===== config.mk =====
export PLATFORM = sky130hd
export DESIGN_NAME = telemetry_line_encoder_crc32
export DESIGN_NICKNAME = d
export VERILOG_FILES = /design/src/rtl/tlenc_pkg.sv /design/src/rtl/telemetry_line_encoder_crc32.sv /design/src/rtl/tlenc_bcd.sv /design/src/rtl/tlenc_acc.sv
export SDC_FILE = /design/constraint.sdc
export NUM_CORES = 1
export LEC_CHECK = 0
export BUFFER_PORTS_ARGS = -buffer_cell sky130_fd_sc_hd__buf_2
export CAP_MARGIN = 10
export CORE_MARGIN = 2
export CORE_UTILIZATION = 60
export CTS_CLUSTER_DIAMETER = 200
export DETAILED_ROUTE_END_ITERATION = 10
export PLACE_DENSITY = 0.85
export SYNTH_ARGS = -nofsm -noshare
export SYNTH_HDL_FRONTEND = slang
export SYNTH_SLANG_ARGS = --single-unit

===== constraint.sdc =====
create_clock -name clock -period 6.3 [get_ports clock]
set_input_delay 0 -clock clock [delete_from_list [all_inputs] [get_ports clock]]
set_output_delay 0 -clock clock [all_outputs]
set_load 0.005 [all_outputs]

===== src/rtl/tlenc_pkg.sv =====
// Shared types, character codes and helper functions for the telemetry line encoder.
`default_nettype none

package tlenc_pkg;

   localparam int MAG_W      = 33;  // magnitude of a 33-bit signed value
   localparam int NUM_DIGITS = 10;  // decimal digits needed for 2^32
   localparam int CAP_W      = 10;
   localparam int LEN_W      = 11;
   localparam int CRC_W      = 32;

   localparam logic [CRC_W-1:0] CRC_POLY = 32'hEDB8_8320;
   localparam logic [CRC_W-1:0] CRC_INIT = 32'hFFFF_FFFF;
   localparam logic [CAP_W-1:0] CAP_RESET = 10'd256;

   // request function codes
   localparam logic [1:0] FUNC_START = 2'd0;
   localparam logic [1:0] FUNC_FIELD = 2'd1;
   localparam logic [1:0] FUNC_END   = 2'd2;

   localparam logic [7:0] CH_R     = 8'h52;
   localparam logic [7:0] CH_D     = 8'h44;
   localparam logic [7:0] CH_ONE   = 8'h31;
   localparam logic [7:0] CH_COMMA = 8'h2C;
   localparam logic [7:0] CH_MINUS = 8'h2D;
   localparam logic [7:0] CH_STAR  = 8'h2A;
   localparam logic [7:0] CH_NL    = 8'h0A;
   localparam logic [7:0] CH_ZERO  = 8'h30;
   localparam logic [7:0] CH_UA    = 8'h41;

   typedef logic [NUM_DIGITS-1:0][3:0] bcd_digits_type;

   typedef struct packed {
      logic       clear;   // new line: reset CRC, length and overflow
      logic       emit;    // one character leaves this cycle
      logic       to_crc;  // character is covered by the CRC
      logic [7:0] ch;
   } acc_cmd_type;

   // reflected CRC-32 update for one byte
   function automatic logic [CRC_W-1:0] crc_byte(input logic [CRC_W-1:0] crc,
                                                 input logic [7:0] ch);
      logic [CRC_W-1:0] c;
      c = crc ^ {24'd0, ch};
      for (int b = 0; b < 8; b++) begin
         c = (c >> 1) ^ (c[0] ? CRC_POLY : '0);
      end
      return c;
   endfunction

   function automatic logic [7:0] hex_char(input logic [3:0] nib);
      logic [7:0] r;
      if (nib < 4'd10) begin
         r = CH_ZERO + {4'd0, nib};
      end else begin
         r = CH_UA + {4'd0, nib - 4'd10};
      end
      return r;
   endfunction

endpackage

`default_nettype wire


===== src/rtl/telemetry_line_encoder_crc32.sv =====
// Top level: sequencer, output register and config register of the line encoder.
// A request's first character passes the state register, then the output register.
// Start request: 3 characters; end request: 10 characters. Ready only while idle.
// Field request: ',' and '-' go out during the BCD run, then ten digit positions,
//   one a cycle unless the output stalls, leading zeros dropped.
// Reset (synchronous, high): capacity 256, CRC all ones, length and overflow clear.
`default_nettype none

module telemetry_line_encoder_crc32 (
   input  wire logic                        clock,
   input  wire logic                        reset,
   input  wire logic                        req_valid,
   output logic                             req_ready,
   input  wire logic [1:0]                  req_func,
   input  wire logic signed [tlenc_pkg::MAG_W-1:0] req_field_value,
   output logic                             rsp_valid,
   input  wire logic                        rsp_ready,
   output logic [7:0]                       rsp_char_out,
   output logic                             rsp_last_of_run,
   output logic                             rsp_line_bad,
   input  wire logic                        csr_write_enable,
   input  wire logic [tlenc_pkg::CAP_W-1:0] csr_write_data
);
   import tlenc_pkg::*;

   localparam logic [2:0] S_IDLE   = 3'd0;
   localparam logic [2:0] S_PREFIX = 3'd1;
   localparam logic [2:0] S_COMMA  = 3'd2;
   localparam logic [2:0] S_SIGN   = 3'd3;
   localparam logic [2:0] S_DIGIT  = 3'd4;
   localparam logic [2:0] S_TRAIL  = 3'd5;

   logic [2:0]       state_ff, state_in;
   logic [3:0]       cnt_ff, cnt_in;     // prefix / trailer character index
   logic [3:0]       dp_ff, dp_in;       // digit position, most significant first
   logic             started_ff, started_in;  // a nonzero digit has gone out
   logic             neg_ff, neg_in;
   logic [CAP_W-1:0] cap_ff;

   logic             rsp_valid_ff;
   logic [7:0]       rsp_char_ff;
   logic             rsp_last_ff;
   logic             rsp_bad_ff;

   logic             accept;
   logic             slot_free;
   logic             want, fire;
   logic [7:0]       ch;
   logic             last, bad, to_crc;

   logic [MAG_W-1:0] mag;
   logic             bcd_start, bcd_busy;
   bcd_digits_type   digits;
   logic [3:0]       cur_digit;

   acc_cmd_type      acc_cmd;
   logic [CRC_W-1:0] acc_crc, crc_x;
   logic             line_bad_next;
   logic [2:0]       nib_sel;

   assign req_ready = (state_ff == S_IDLE);
   assign accept    = req_valid & req_ready;
   // output register frees up when empty or when its character is taken now
   assign slot_free = ~rsp_valid_ff | rsp_ready;

   // two's complement magnitude; -2^32 needs all 33 bits
   assign mag = req_field_value[MAG_W-1] ? MAG_W'(-req_field_value)
                                         : MAG_W'(req_field_value);
   assign bcd_start = accept & (req_func == FUNC_FIELD);

   tlenc_bcd u_bcd (
      .clock  (clock),
      .reset  (reset),
      .start  (bcd_start),
      .mag    (mag),
      .busy   (bcd_busy),
      .digits (digits)
   );

   assign cur_digit = digits[dp_ff];
   assign crc_x     = acc_crc ^ CRC_INIT;
   assign nib_sel   = 3'(4'd8 - cnt_ff);

   always_comb begin
      state_in   = state_ff;
      cnt_in     = cnt_ff;
      dp_in      = dp_ff;
      started_in = started_ff;
      neg_in     = neg_ff;
      want       = 1'b0;
      ch         = CH_ZERO;
      last       = 1'b0;
      bad        = 1'b0;
      to_crc     = 1'b0;
      case (state_ff)
         S_IDLE: begin
            if (req_valid) begin
               cnt_in = '0;
               neg_in = req_field_value[MAG_W-1];
               case (req_func)
                  FUNC_START: state_in = S_PREFIX;
                  FUNC_FIELD: state_in = S_COMMA;
                  FUNC_END:   state_in = S_TRAIL;
                  default:    state_in = S_IDLE;   // unused code: dropped
               endcase
            end
         end
         S_PREFIX: begin
            want   = 1'b1;
            to_crc = 1'b1;
            ch     = (cnt_ff == 4'd0) ? CH_R : (cnt_ff == 4'd1) ? CH_D : CH_ONE;
            last   = (cnt_ff == 4'd2);
            if (slot_free) begin
               cnt_in = cnt_ff + 4'd1;
               if (last) begin
                  state_in = S_IDLE;
               end
            end
         end
         S_COMMA: begin
            want   = 1'b1;
            to_crc = 1'b1;
            ch     = CH_COMMA;
            if (slot_free) begin
               state_in   = neg_ff ? S_SIGN : S_DIGIT;
               dp_in      = 4'(NUM_DIGITS - 1);
               started_in = 1'b0;
            end
         end
         S_SIGN: begin
            want   = 1'b1;
            to_crc = 1'b1;
            ch     = CH_MINUS;
            if (slot_free) begin
               state_in = S_DIGIT;
            end
         end
         S_DIGIT: begin
            if (!bcd_busy) begin
               if (cur_digit != 4'd0 || started_ff || dp_ff == 4'd0) begin
                  want   = 1'b1;
                  to_crc = 1'b1;
                  ch     = CH_ZERO + {4'd0, cur_digit};
                  last   = (dp_ff == 4'd0);
                  if (slot_free) begin
                     started_in = 1'b1;
                     dp_in      = dp_ff - 4'd1;
                     if (last) begin
                        state_in = S_IDLE;
                     end
                  end
               end else begin
                  dp_in = dp_ff - 4'd1;   // leading zero, skipped
               end
            end
         end
         S_TRAIL: begin
            want = 1'b1;
            last = (cnt_ff == 4'd9);
            bad  = last & line_bad_next;
            if (cnt_ff == 4'd0) begin
               ch = CH_STAR;
            end else if (last) begin
               ch = CH_NL;
            end else begin
               ch = hex_char(crc_x[{nib_sel, 2'b00} +: 4]);
            end
            if (slot_free) begin
               cnt_in = cnt_ff + 4'd1;
               if (last) begin
                  state_in = S_IDLE;
               end
            end
         end
         default: state_in = S_IDLE;
      endcase
   end

   assign fire = want & slot_free;

   always_comb begin
      acc_cmd.clear  = accept & (req_func == FUNC_START);
      acc_cmd.emit   = fire;
      acc_cmd.to_crc = to_crc;
      acc_cmd.ch     = ch;
   end

   tlenc_acc u_acc (
      .clock         (clock),
      .reset         (reset),
      .capacity      (cap_ff),
      .cmd           (acc_cmd),
      .crc           (acc_crc),
      .line_bad_next (line_bad_next)
   );

   always_ff @(posedge clock) begin
      if (reset) begin
         state_ff     <= S_IDLE;
         cnt_ff       <= '0;
         dp_ff        <= '0;
         started_ff   <= 1'b0;
         neg_ff       <= 1'b0;
         cap_ff       <= CAP_RESET;
         rsp_valid_ff <= 1'b0;
      end else begin
         state_ff   <= state_in;
         cnt_ff     <= cnt_in;
         dp_ff      <= dp_in;
         started_ff <= started_in;
         neg_ff     <= neg_in;
         if (csr_write_enable) begin
            cap_ff <= csr_write_data;
         end
         if (fire) begin
            rsp_valid_ff <= 1'b1;
         end else if (rsp_ready) begin
            rsp_valid_ff <= 1'b0;
         end
      end
   end

   always_ff @(posedge clock) begin
      if (fire) begin
         rsp_char_ff <= ch;
         rsp_last_ff <= last;
         rsp_bad_ff  <= bad;
      end
   end

   assign rsp_valid       = rsp_valid_ff;
   assign rsp_char_out    = rsp_char_ff;
   assign rsp_last_of_run = rsp_last_ff;
   assign rsp_line_bad    = rsp_bad_ff;

`ifndef SYNTHESIS
   a_idle_bcd_done: assert property (@(posedge clock) disable iff (reset)
      state_ff == S_IDLE |-> !bcd_busy)
      else $error("converter still busy while idle");

   a_digit_after_conv: assert property (@(posedge clock) disable iff (reset)
      (state_ff == S_DIGIT && fire) |-> !bcd_busy)
      else $error("digit emitted before conversion finished");

   a_bad_on_newline: assert property (@(posedge clock) disable iff (reset)
      (rsp_valid && rsp_line_bad) |-> (rsp_char_out == CH_NL && rsp_last_of_run))
      else $error("line_bad flagged on a character other than the newline");

   a_start_clears_crc: assert property (@(posedge clock) disable iff (reset)
      (accept && req_func == FUNC_START) |=> acc_crc == CRC_INIT)
      else $error("start request did not reset the CRC");
`endif

endmodule

`default_nettype wire


===== src/rtl/tlenc_bcd.sv =====
// Shift-and-add-3 binary to BCD converter, one magnitude bit per cycle.
`default_nettype none

module tlenc_bcd (
   input  wire logic                      clock,
   input  wire logic                      reset,
   input  wire logic                      start,
   input  wire logic [tlenc_pkg::MAG_W-1:0] mag,
   output logic                           busy,
   output tlenc_pkg::bcd_digits_type      digits
);
   import tlenc_pkg::*;

   localparam logic [5:0] STEPS = 6'(MAG_W);

   logic [MAG_W-1:0] bin_ff, bin_in;
   bcd_digits_type   bcd_ff, bcd_in, bcd_adj;
   logic [5:0]       cnt_ff, cnt_in;
   logic             busy_ff, busy_in;

   // add 3 to every digit of 5 or more, then shift in the next bit
   always_comb begin
      for (int i = 0; i < NUM_DIGITS; i++) begin
         bcd_adj[i] = (bcd_ff[i] >= 4'd5) ? bcd_ff[i] + 4'd3 : bcd_ff[i];
      end
   end

   always_comb begin
      bin_in  = bin_ff;
      bcd_in  = bcd_ff;
      cnt_in  = cnt_ff;
      busy_in = busy_ff;
      if (start) begin
         bin_in  = mag;
         bcd_in  = '0;
         cnt_in  = STEPS;
         busy_in = 1'b1;
      end else if (busy_ff) begin
         bin_in  = {bin_ff[MAG_W-2:0], 1'b0};
         bcd_in  = {bcd_adj[NUM_DIGITS-1][2:0], bcd_adj[NUM_DIGITS-2:0], bin_ff[MAG_W-1]};
         cnt_in  = cnt_ff - 6'd1;
         busy_in = (cnt_ff != 6'd1);
      end
   end

   always_ff @(posedge clock) begin
      if (reset) begin
         busy_ff <= 1'b0;
         cnt_ff  <= '0;
      end else begin
         busy_ff <= busy_in;
         cnt_ff  <= cnt_in;
      end
   end

   always_ff @(posedge clock) begin
      bin_ff <= bin_in;
      bcd_ff <= bcd_in;
   end

   assign busy   = busy_ff;
   assign digits = bcd_ff;

endmodule

`default_nettype wire


===== src/rtl/tlenc_acc.sv =====
// Running CRC over covered characters, line length and overflow flag, updated per emitted character.
`default_nettype none

module tlenc_acc (
   input  wire logic                        clock,
   input  wire logic                        reset,
   input  wire logic [tlenc_pkg::CAP_W-1:0] capacity,
   input  wire tlenc_pkg::acc_cmd_type      cmd,
   output logic [tlenc_pkg::CRC_W-1:0]      crc,
   output logic                             line_bad_next
);
   import tlenc_pkg::*;

   logic [CRC_W-1:0] crc_ff, crc_in;
   logic [LEN_W-1:0] len_ff, len_in;
   logic             ovf_ff, ovf_in;
   logic             room;

   assign room = len_ff < {1'b0, capacity};

   always_comb begin
      crc_in = crc_ff;
      len_in = len_ff;
      ovf_in = ovf_ff;
      if (cmd.clear) begin
         crc_in = CRC_INIT;
         len_in = '0;
         ovf_in = 1'b0;
      end else if (cmd.emit) begin
         if (room) begin
            len_in = len_ff + LEN_W'(1);
         end else begin
            ovf_in = 1'b1;
         end
         if (cmd.to_crc) begin
            crc_in = crc_byte(crc_ff, cmd.ch);
         end
      end
   end

   always_ff @(posedge clock) begin
      if (reset) begin
         crc_ff <= CRC_INIT;
         len_ff <= '0;
         ovf_ff <= 1'b0;
      end else begin
         crc_ff <= crc_in;
         len_ff <= len_in;
         ovf_ff <= ovf_in;
      end
   end

   assign crc           = crc_ff;
   // overflow state as it stands after the character being emitted now
   assign line_bad_next = ovf_ff | ~room;

endmodule

`default_nettype wire

==> results of run 1 <==
## worst paths after layout
check,start,endpoint,slack (ps)
worst min register to register,u_bcd.digits[39],u_bcd.digits[39],480
worst max register to register,cnt_ff[0],u_acc.crc[26],1590
worst max-delay path,cnt_ff[0],u_acc.crc[26],1590
worst min-delay path,req_field_value[13],u_bcd.bin_ff[13],9
## critical path: stages (launching register included)
cell and delay [ps]:
dfxtp_1 740, inv_1 200, ha_1 560, mux4_2 370
mux2i_1 270, ha_1 300, or2_0 220, a21oi_1 170
nor3_1 100, a211oi_4 510, xnor2_2 260, xnor3_2 530
xor2_1 230, o21ai_1 110
## cell type report
cell class / instances / area share, %
multi-input cells: 817 / 52.6
flip-flops and latches: 157 / 32.0
repair buffers: 96 / 5.81
clock buffers: 18 / 3.85
well taps: 216 / 2.42
clock inverters: 14 / 1.72
inverters: 48 / 1.62
diodes: 1 / 0.0224
## flip-flops by register name (all words and copies together) (netlist names), 3 cells and up
register and count:
u_bcd.digits 40, cap_ff 10, u_bcd.cnt_ff 6, u_acc.len_ff 11, rsp_char_out 7, cnt_ff 4
dp_ff 4, u_bcd.bin_ff 33, state_ff 3, u_acc.crc 32
## layout by cell type, fill, tap and decap left out, types with 11 or more instances in the layout
| cell type | Yosys | layout |
|---|---|---|
| nand2_1 | 118 | 118 |
| dfxtp_1 | 115 | 114 |
| o21ai_0 | 91 | 91 |
| nor2_1 | 87 | 86 |
| a21oi_1 | 66 | 66 |
| buf_2 | 11 | 60 |
| xnor2_1 | 54 | 54 |
| inv_1 | 48 | 48 |
| xor2_1 | 42 | 42 |
| ha_1 | 42 | 42 |
| edfxtp_1 | 42 | 42 |
| mux2i_1 | 35 | 35 |
| dlygate4sd3_1 | 0 | 31 |
| nor3_1 | 24 | 24 |
| nand3_1 | 21 | 21 |
| nand2b_1 | 19 | 19 |
| o211ai_1 | 19 | 19 |
| mux4_2 | 18 | 18 |
| clkbuf_16 | 0 | 17 |
| or3_1 | 12 | 12 |
| a211oi_1 | 12 | 12 |
| nor3b_1 | 11 | 11 |
## power groups by stage
stage          sequential, mW  clock [mW]  combinational (mW)
6_report                 1.64        1.09                2.55
5_1_grt                  1.67        1.14                2.80
4_1_cts                  1.63        1.10                2.52
3_5_place_dp             1.65           0                2.46
3_3_place_gp             1.63           0                2.36
2_1_floorplan            1.51           0                2.06
## routing by layer
metal	up-vias	part of all wire (%)	GRT usage, %
met1	3852	44	35.8
met2	303	48	45.1
met3	50	6.5	5.73
met4	0	2.0	8.94
li1	3961	-	-
met5	-	0	0
## per-stage QoR
stage / util [%] / hold slack, ps / instances / setup WS [ps]
final: 69.9 / 8.81 / 1367 / 1590
after global routing: 69.9 / 21.9 / 1367 / 1320
after CTS: 69.9 / 3.02 / 1366 / 1620
after detailed placement: 64.1 / 246 / 1303 / 1750
after global placement: 64.1 / 241 / 1303 / 1980
after floorplan: - / 130 / 1077 / 2490
## cells by family after synthesis
family | synth area share [%]
compound gates | 16.8
mux | 8.75
buf+inv | 4.20
xor+xnor | 12.8
fa+ha+maj | 5.34
other cells | 0.0381
simple gates | 15.8
flops | 36.2
## what timing repair did
item | 4_1_cts | 5_1_grt
hold buffers | 31 | 0
endpoints found under the hold margin | 30 | 0
buffers inserted | 0 | 0
==> flow_summary.yaml, run 1 <==
clock_network:
  cts.sinks: 157
  htreeDepth: 4
  cts_tree: "done"
  cts_made_buffers: 17
  cts_resized: 0
  clockBufferDepth: 2
  insertion_delay_ps: 430
  clockRootBuffer: "clkbuf_16"
  clkTransAtPathRegs_ps: 60
cells_and_area:
  drive_gt1_share_pct: 13.2
  num-fill-cells: 1148
  final_nets: 1229
  multi_input_area_sq_um: 5860
  area_growth_pct: 13.4
  seqCellArea_sq_um: 3560
  fin_area_sq_um: 11200
die:
  die_h_um: 132
  core_area_sq_um: 15900
  start_util_pct: 61.7
  ioPinCount: 62
  std_cell_rows: 46
  fp.dieW_um: 132
  die-area_sq_um: 17400
timing:
  fmax_ghz: 0.212
  slew_viol_final: 0
  period_minus_slack_ps: 4710
  finalSetupTns_ps: 0
  clock_skew_ps: 7.91
  min_period_over_period_pct: 74.8
  tightest_slew_ps: 1080
  rsz0062_at_grt: "no"
  setup_viol_count_final: 0
  slew_headroom_pct: 27.9
  hold_viol: 0
synthesis:
  ys_seq_elements: 157
  synth_area_leaders: "dfxtp_1, edfxtp_1, ha_1"
  synth_top_cell_by_area: "dfxtp_1"
  ys.flop_type: "dfxtp_1"
  async_reset_ff_share_pct: 0
  synth.most_common_cell: "nand2_1"
  syn_nets: 1169
  syn_inst: 1077
  yosys_warnings: 0
  synth_cell_types: 82
  synth_common_cells: "nand2_1, dfxtp_1, o21ai_0"
  syn_area_sq_um: 9830
  synth_top_cell_area_share_pct: 23.4
  seq_area_frac_synth_pct: 36.2
  postSynthAreaPerCell_sq_um: 9.13
  synth_edf_count: 42
pwr:
  clockPowerShare_pct: 20.7
  p_leak_nw: 4.29
  power.switching_mw: 2.11
  power_frac_seq_pct: 31.0
  internal_power_mw: 3.17
  switching_share_pct: 39.9
  p_per_area_nw_per_um2: 473
  comb_power_share_pct: 48.3
  p_total_mw: 5.28
  max-vdd-ir-drop_uv: 257
detailed_routing:
  totalWireLength_mm: 23.5
  drt-pass1-iter-count: 5
  viasPerCell: 5.97
  wl_per_cell_um: 17.2
  drc: 0
  drt-initial-drc-count: 715
  antenna_left: 0
  vias: 8166
grt:
  track_usage_pct: 27.2
  grt_max_degree: 68
  grt_pass1_wl_mm: 38.8
  grt_overflow: 0
  first_global_vias: 7861
  antenna_found_initial: 1
placement:
  postPlaceCellArea_sq_um: 10200
  io_buffers: 60
  gp_congestion: 0.948
  hpwl_mm: 15.5
worst_setup_path:
  worstSetupPathType: "reg2reg"
  worstPathMaxFanout: 12
  rr_worst_depth: 13
  worstPathArrival_ps: 5010
  cp.required_ps: 6600
  start_kind: "flop"
  end_kind: "flop"
hold_path:
  hold_depth: 3
  hold_class: "in2reg"
flow_run:
  maxCapViolations: 0
outcome:
  run_status: "finished, final reports clean"
(Power assumes the default switching activity.)
==> run 2, diff against run 1 <==
- CORE_UTILIZATION: 60 -> 56
- PLACE_DENSITY: 0.85 -> 0.83
- clock period: 6.3 -> 4 ns (I/O delays scaled with it)
==> flow_summary.yaml, run 2 (synthesis gave the netlist of run 1 again) <==
outcome:
  run_status: "finished, final reports clean"
timing:
  setup_viol_count_final: 0
  clock_skew_ps: 14.4
  fmax_ghz: 0.262
  holdWs_ps: 14.1
  hold_viol: 0
  slew_viol_final: 0
  period_minus_slack_ps: 3810
  min_period_over_period_pct: 95.3
  tightest_slew_ps: 927
  slew_headroom_pct: 38.2
pwr:
  p_per_area_nw_per_um2: 740
  max-vdd-ir-drop_uv: 393
  p_leak_nw: 4.37
  p_total_mw: 8.37
die:
  start_util_pct: 57.0
  die_h_um: 137
  die-area_sq_um: 18600
  std_cell_rows: 48
  core_area_sq_um: 17200
  ioPinCount: 62
  fp.dieW_um: 137
worst_setup_path:
  slowest_delay_ps: 440
  start_kind: "flop"
  worstSetupPathType: "reg2reg"
  end_kind: "flop"
  cp.required_ps: 4310
  worstPathMaxFanout: 9
  path_cells: "inv_1 -> ha_2 -> mux4_2 -> nand2_1 -> nand2_1 -> ha_1 -> a221oi_1 -> o21ai_1 -> a221o_2 -> xor2_4 -> xnor3_2 -> xnor3_2 -> xnor2_1 -> o21ai_1"
  critical-path-slowest-cell: "ha_2"
  worstPathArrival_ps: 4120
  rrSetupSlack_ps: 190
clock_network:
  htreeDepth: 4
  cts_tree: "done"
  clockRootBuffer: "clkbuf_16"
  clockBufferDepth: 2
  clkTransAtPathRegs_ps: 60
  cts.sinks: 157
  cts_made_buffers: 17
  insertion_delay_ps: 430
cells_and_area:
  largest_reg_flops: 40
  final_common_cell: "nand2_1"
  num-fill-cells: 1325
  drive_gt1_share_pct: 14.8
  layout_common_cells: "nand2_1, dfxtp_1, o21ai_0"
  area_growth_pct: 15.0
  final_nets: 1245
detailed_routing:
  wl_per_cell_um: 16.6
  drc: 0
  drt-initial-drc-count: 607
  drt-pass1-iter-count: 5
  antenna_left: 0
  vias: 8216
  totalWireLength_mm: 23.0
  viasPerCell: 5.90
hold_path:
  hold_class: "in2reg"
grt:
  first_global_vias: 7837
  antenna_found_initial: 1
  grt_overflow: 0
  grt_max_degree: 62
  track_usage_pct: 25.3
  grt_pass1_wl_mm: 37.7
flow_run:
  maxCapViolations: 0
placement:
  hpwl_mm: 15.8
  gp_congestion: 0.909
  io_buffers: 60
==> run 2: cell types whose count changed in the layout (fill, tap and decap cells not counted), sizes merged <==
cell	change
buf	+17
clkbuf	+1
clkinv	-1
clkinvlp	+1
dlygate4sd3	-1
inv	-1
==> run 2: final timing paths <==
| path | cells after the start | to | from |
|---|---|---|---|
| min | 3 | u_bcd.bin_ff[8] | req_field_value[8] |
| max reg2reg | 14 | u_acc.crc[19] | cnt_ff[1] |
| min reg2reg | 1 | u_acc.len_ff[10] | u_acc.len_ff[10] |
| max | 14 | u_acc.crc[19] | cnt_ff[1] |
==> run 2: cell type report <==
class                      instances  area [sq um]  area share, %
multi-input combinational        817          5890           52.1
sequential                       157          3560           31.5
timing repair buffer             112           766           6.77
clock buffer                      19           433           3.83
tap                              225           282           2.49
clock inverter                    13           190           1.68
inverter                          48           180           1.59
antenna                            1          2.50         0.0221
==> run 2: through the flow <==
| step | setup TNS [ps] | setup slack (ps) | instance area (sq um) | utilization [%] | std cells |
|---|---|---|---|---|---|
| after CTS | 0 | 51.4 | 11300 | 65.4 | 1389 |
| after global routing | -17.0 | -10.9 | 11300 | 65.6 | 1392 |
| after global placement | 0 | 149 | 10300 | 60.0 | 1327 |
| final | 0 | 189 | 11300 | 65.6 | 1392 |
| after floorplan | 0 | 190 | 9830 | - | 1077 |
| after detailed placement | 0 | 97.9 | 10300 | 60.0 | 1327 |
==> run 2: repair_timing <==
action,CTS,global route
setup endpoints to repair,0,12
gates resized for setup,0,3
endpoints found under the hold margin,31,0
setup buffers,0,2
hold buffers,30,0
==> run 2: worst max-delay path: cells and delay by family (launching register included) <==
family | cells | cell delay, ps
xor gates and xnor gates | 4 | 1100
AOI/OAI and AO/OA | 4 | 880
and+or+nand+nor | 2 | 180
muxes | 1 | 400
adders and majority gates | 2 | 660
buffers and inverters | 1 | 90
DFF | 1 | 370
==> run 2: report_power, final <==
group	switching, mW	total, mW	leakage [nW]	internal [mW]
combinational	2.16	4.11	2.74	1.95
sequential	0.469	2.55	1.33	2.08
clock	0.656	1.70	0.294	1.05
total	3.29	8.37	4.37	5.08
==> run 2: per-layer routing <==
metal / up-vias / track usage [%] / routed length [um]
met1: 3903 / 33.4 / 10100
li1: 3989 / - / -
met4: 0 / 9.78 / 433
met5: - / 0 / 0
met3: 39 / 4.67 / 1520
met2: 285 / 41.3 / 11000
==> run 3, diff against run 2 <==
- PLACE_DENSITY: 0.83 -> 0.77
==> flow_summary.yaml, run 3 (synthesis gave the netlist of run 1 again) <==
clock_network:
  cts_tree: "done"
  htreeDepth: 4
  cts.sinks: 157
  insertion_delay_ps: 430
  clockRootBuffer: "clkbuf_16"
  clkTransAtPathRegs_ps: 70
  clockBufferDepth: 2
  cts_made_buffers: 17
timing:
  holdWs_ps: 8.87
  min_period_over_period_pct: 94.0
  slew_viol_final: 0
  hold_viol: 0
  tightest_slew_ps: 937
  setup_viol_count_final: 0
  rsz0062_at_grt: "no"
  clock_skew_ps: 8.55
  fmax_ghz: 0.266
  layout_setup_ws_ps: 241
  slew_headroom_pct: 37.5
  finalSetupTns_ps: 0
  period_minus_slack_ps: 3760
placement:
  io_buffers: 60
  post-place-ws_ps: 88.3
  hpwl_mm: 15.4
  postPlaceCellArea_sq_um: 10300
  gp_congestion: 0.933
worst_setup_path:
  start_kind: "flop"
  cp.required_ps: 4310
  worstSetupPathType: "reg2reg"
  end_kind: "flop"
  worstPathMaxFanout: 9
  worstPathArrival_ps: 4070
detailed_routing:
  viasPerCell: 5.89
  drt-pass1-iter-count: 5
  drc: 0
  antenna_left: 0
  totalWireLength_mm: 22.4
  wl_per_cell_um: 16.1
  vias: 8217
  drt-initial-drc-count: 691
die:
  std_cell_rows: 48
  die_h_um: 137
  ioPinCount: 62
  start_util_pct: 57.0
  fp.dieW_um: 137
  core_area_sq_um: 17200
  die-area_sq_um: 18600
pwr:
  p_leak_nw: 4.39
  p_per_area_nw_per_um2: 739
  max-vdd-ir-drop_uv: 414
grt:
  grt_max_degree: 62
  grt_overflow: 0
  antenna_found_initial: 0
  first_global_vias: 7720
  track_usage_pct: 24.9
  grt_pass1_wl_mm: 36.9
cells_and_area:
  fin_area_sq_um: 11400
  area_growth_pct: 15.7
  utilization_pct: 66.0
  insertedDiodeCount: 0
  final_common_cell: "nand2_1"
  final_nets: 1249
  drive_gt1_share_pct: 14.9
  layout_common_cells: "nand2_1, dfxtp_1, o21ai_0"
  largest_reg_flops: 40
flow_run:
  maxCapViolations: 0
outcome:
  run_status: "finished, final reports clean"
hold_path:
  hold_class: "in2reg"
## run 3: through the flow
stage	cells	power, mW
floorplan	1077	5.62
global placement	1325	6.40
detailed placement	1325	6.53
CTS	1391	8.33
global route	1395	8.96
finish	1395	8.41
## run 3: final timing paths
path / slack, ps / startpoint / cells after the start / endpoint
max: 240 / cnt_ff[1] / 14 / u_acc.crc[19]
min: 9 / csr_write_enable / 2 / cap_ff[8]
max reg2reg: 240 / cnt_ff[1] / 14 / u_acc.crc[19]
min reg2reg: 480 / u_acc.len_ff[10] / 1 / u_acc.len_ff[10]
## run 3: layout make-up
class	count	area (sq um)
clock buffers	17	425
clock inverters	15	209
fillers	1360	5860
inverters	48	180
multi-input cells	817	5900
flip-flops and latches	157	3560
well taps	225	282
repair buffers	116	821
## run 3: per-layer routing
layer  routed length [um]  vias to the layer above  GRT usage [%]
met5                    0                        -              0
met4                  578                        0           9.95
met3                 1340                       45           4.26
met2                10400                      275           39.5
met1                10100                     3897           33.8
li1                     -                     4000              -
## run 3: critical path, stage by stage, from the launching register on
cell,delay (ps)
dfxtp_1,380
inv_1,110
ha_4,350
mux4_2,380
nand2_1,100
nand2_1,90
ha_1,230
a221oi_1,310
o21ai_1,110
a221o_2,410
xor2_4,250
xnor3_2,400
xnor3_2,290
xnor2_1,160
o21ai_1,80
## run 3: repair_timing
item / in CTS / in global routing
resized for setup: 0 / 4
hold buffers: 34 / 1
endpoints found under the setup margin: 0 / 11
buffers inserted: 0 / 3
hold endpoints to repair: 33 / 1
## run 3: report_power, final
group | total (mW) | switching, mW | internal, mW
combinational | 4.12 | 2.13 | 1.99
sequential | 2.55 | 0.471 | 2.08
clock | 1.74 | 0.685 | 1.05
total | 8.41 | 3.29 | 5.12
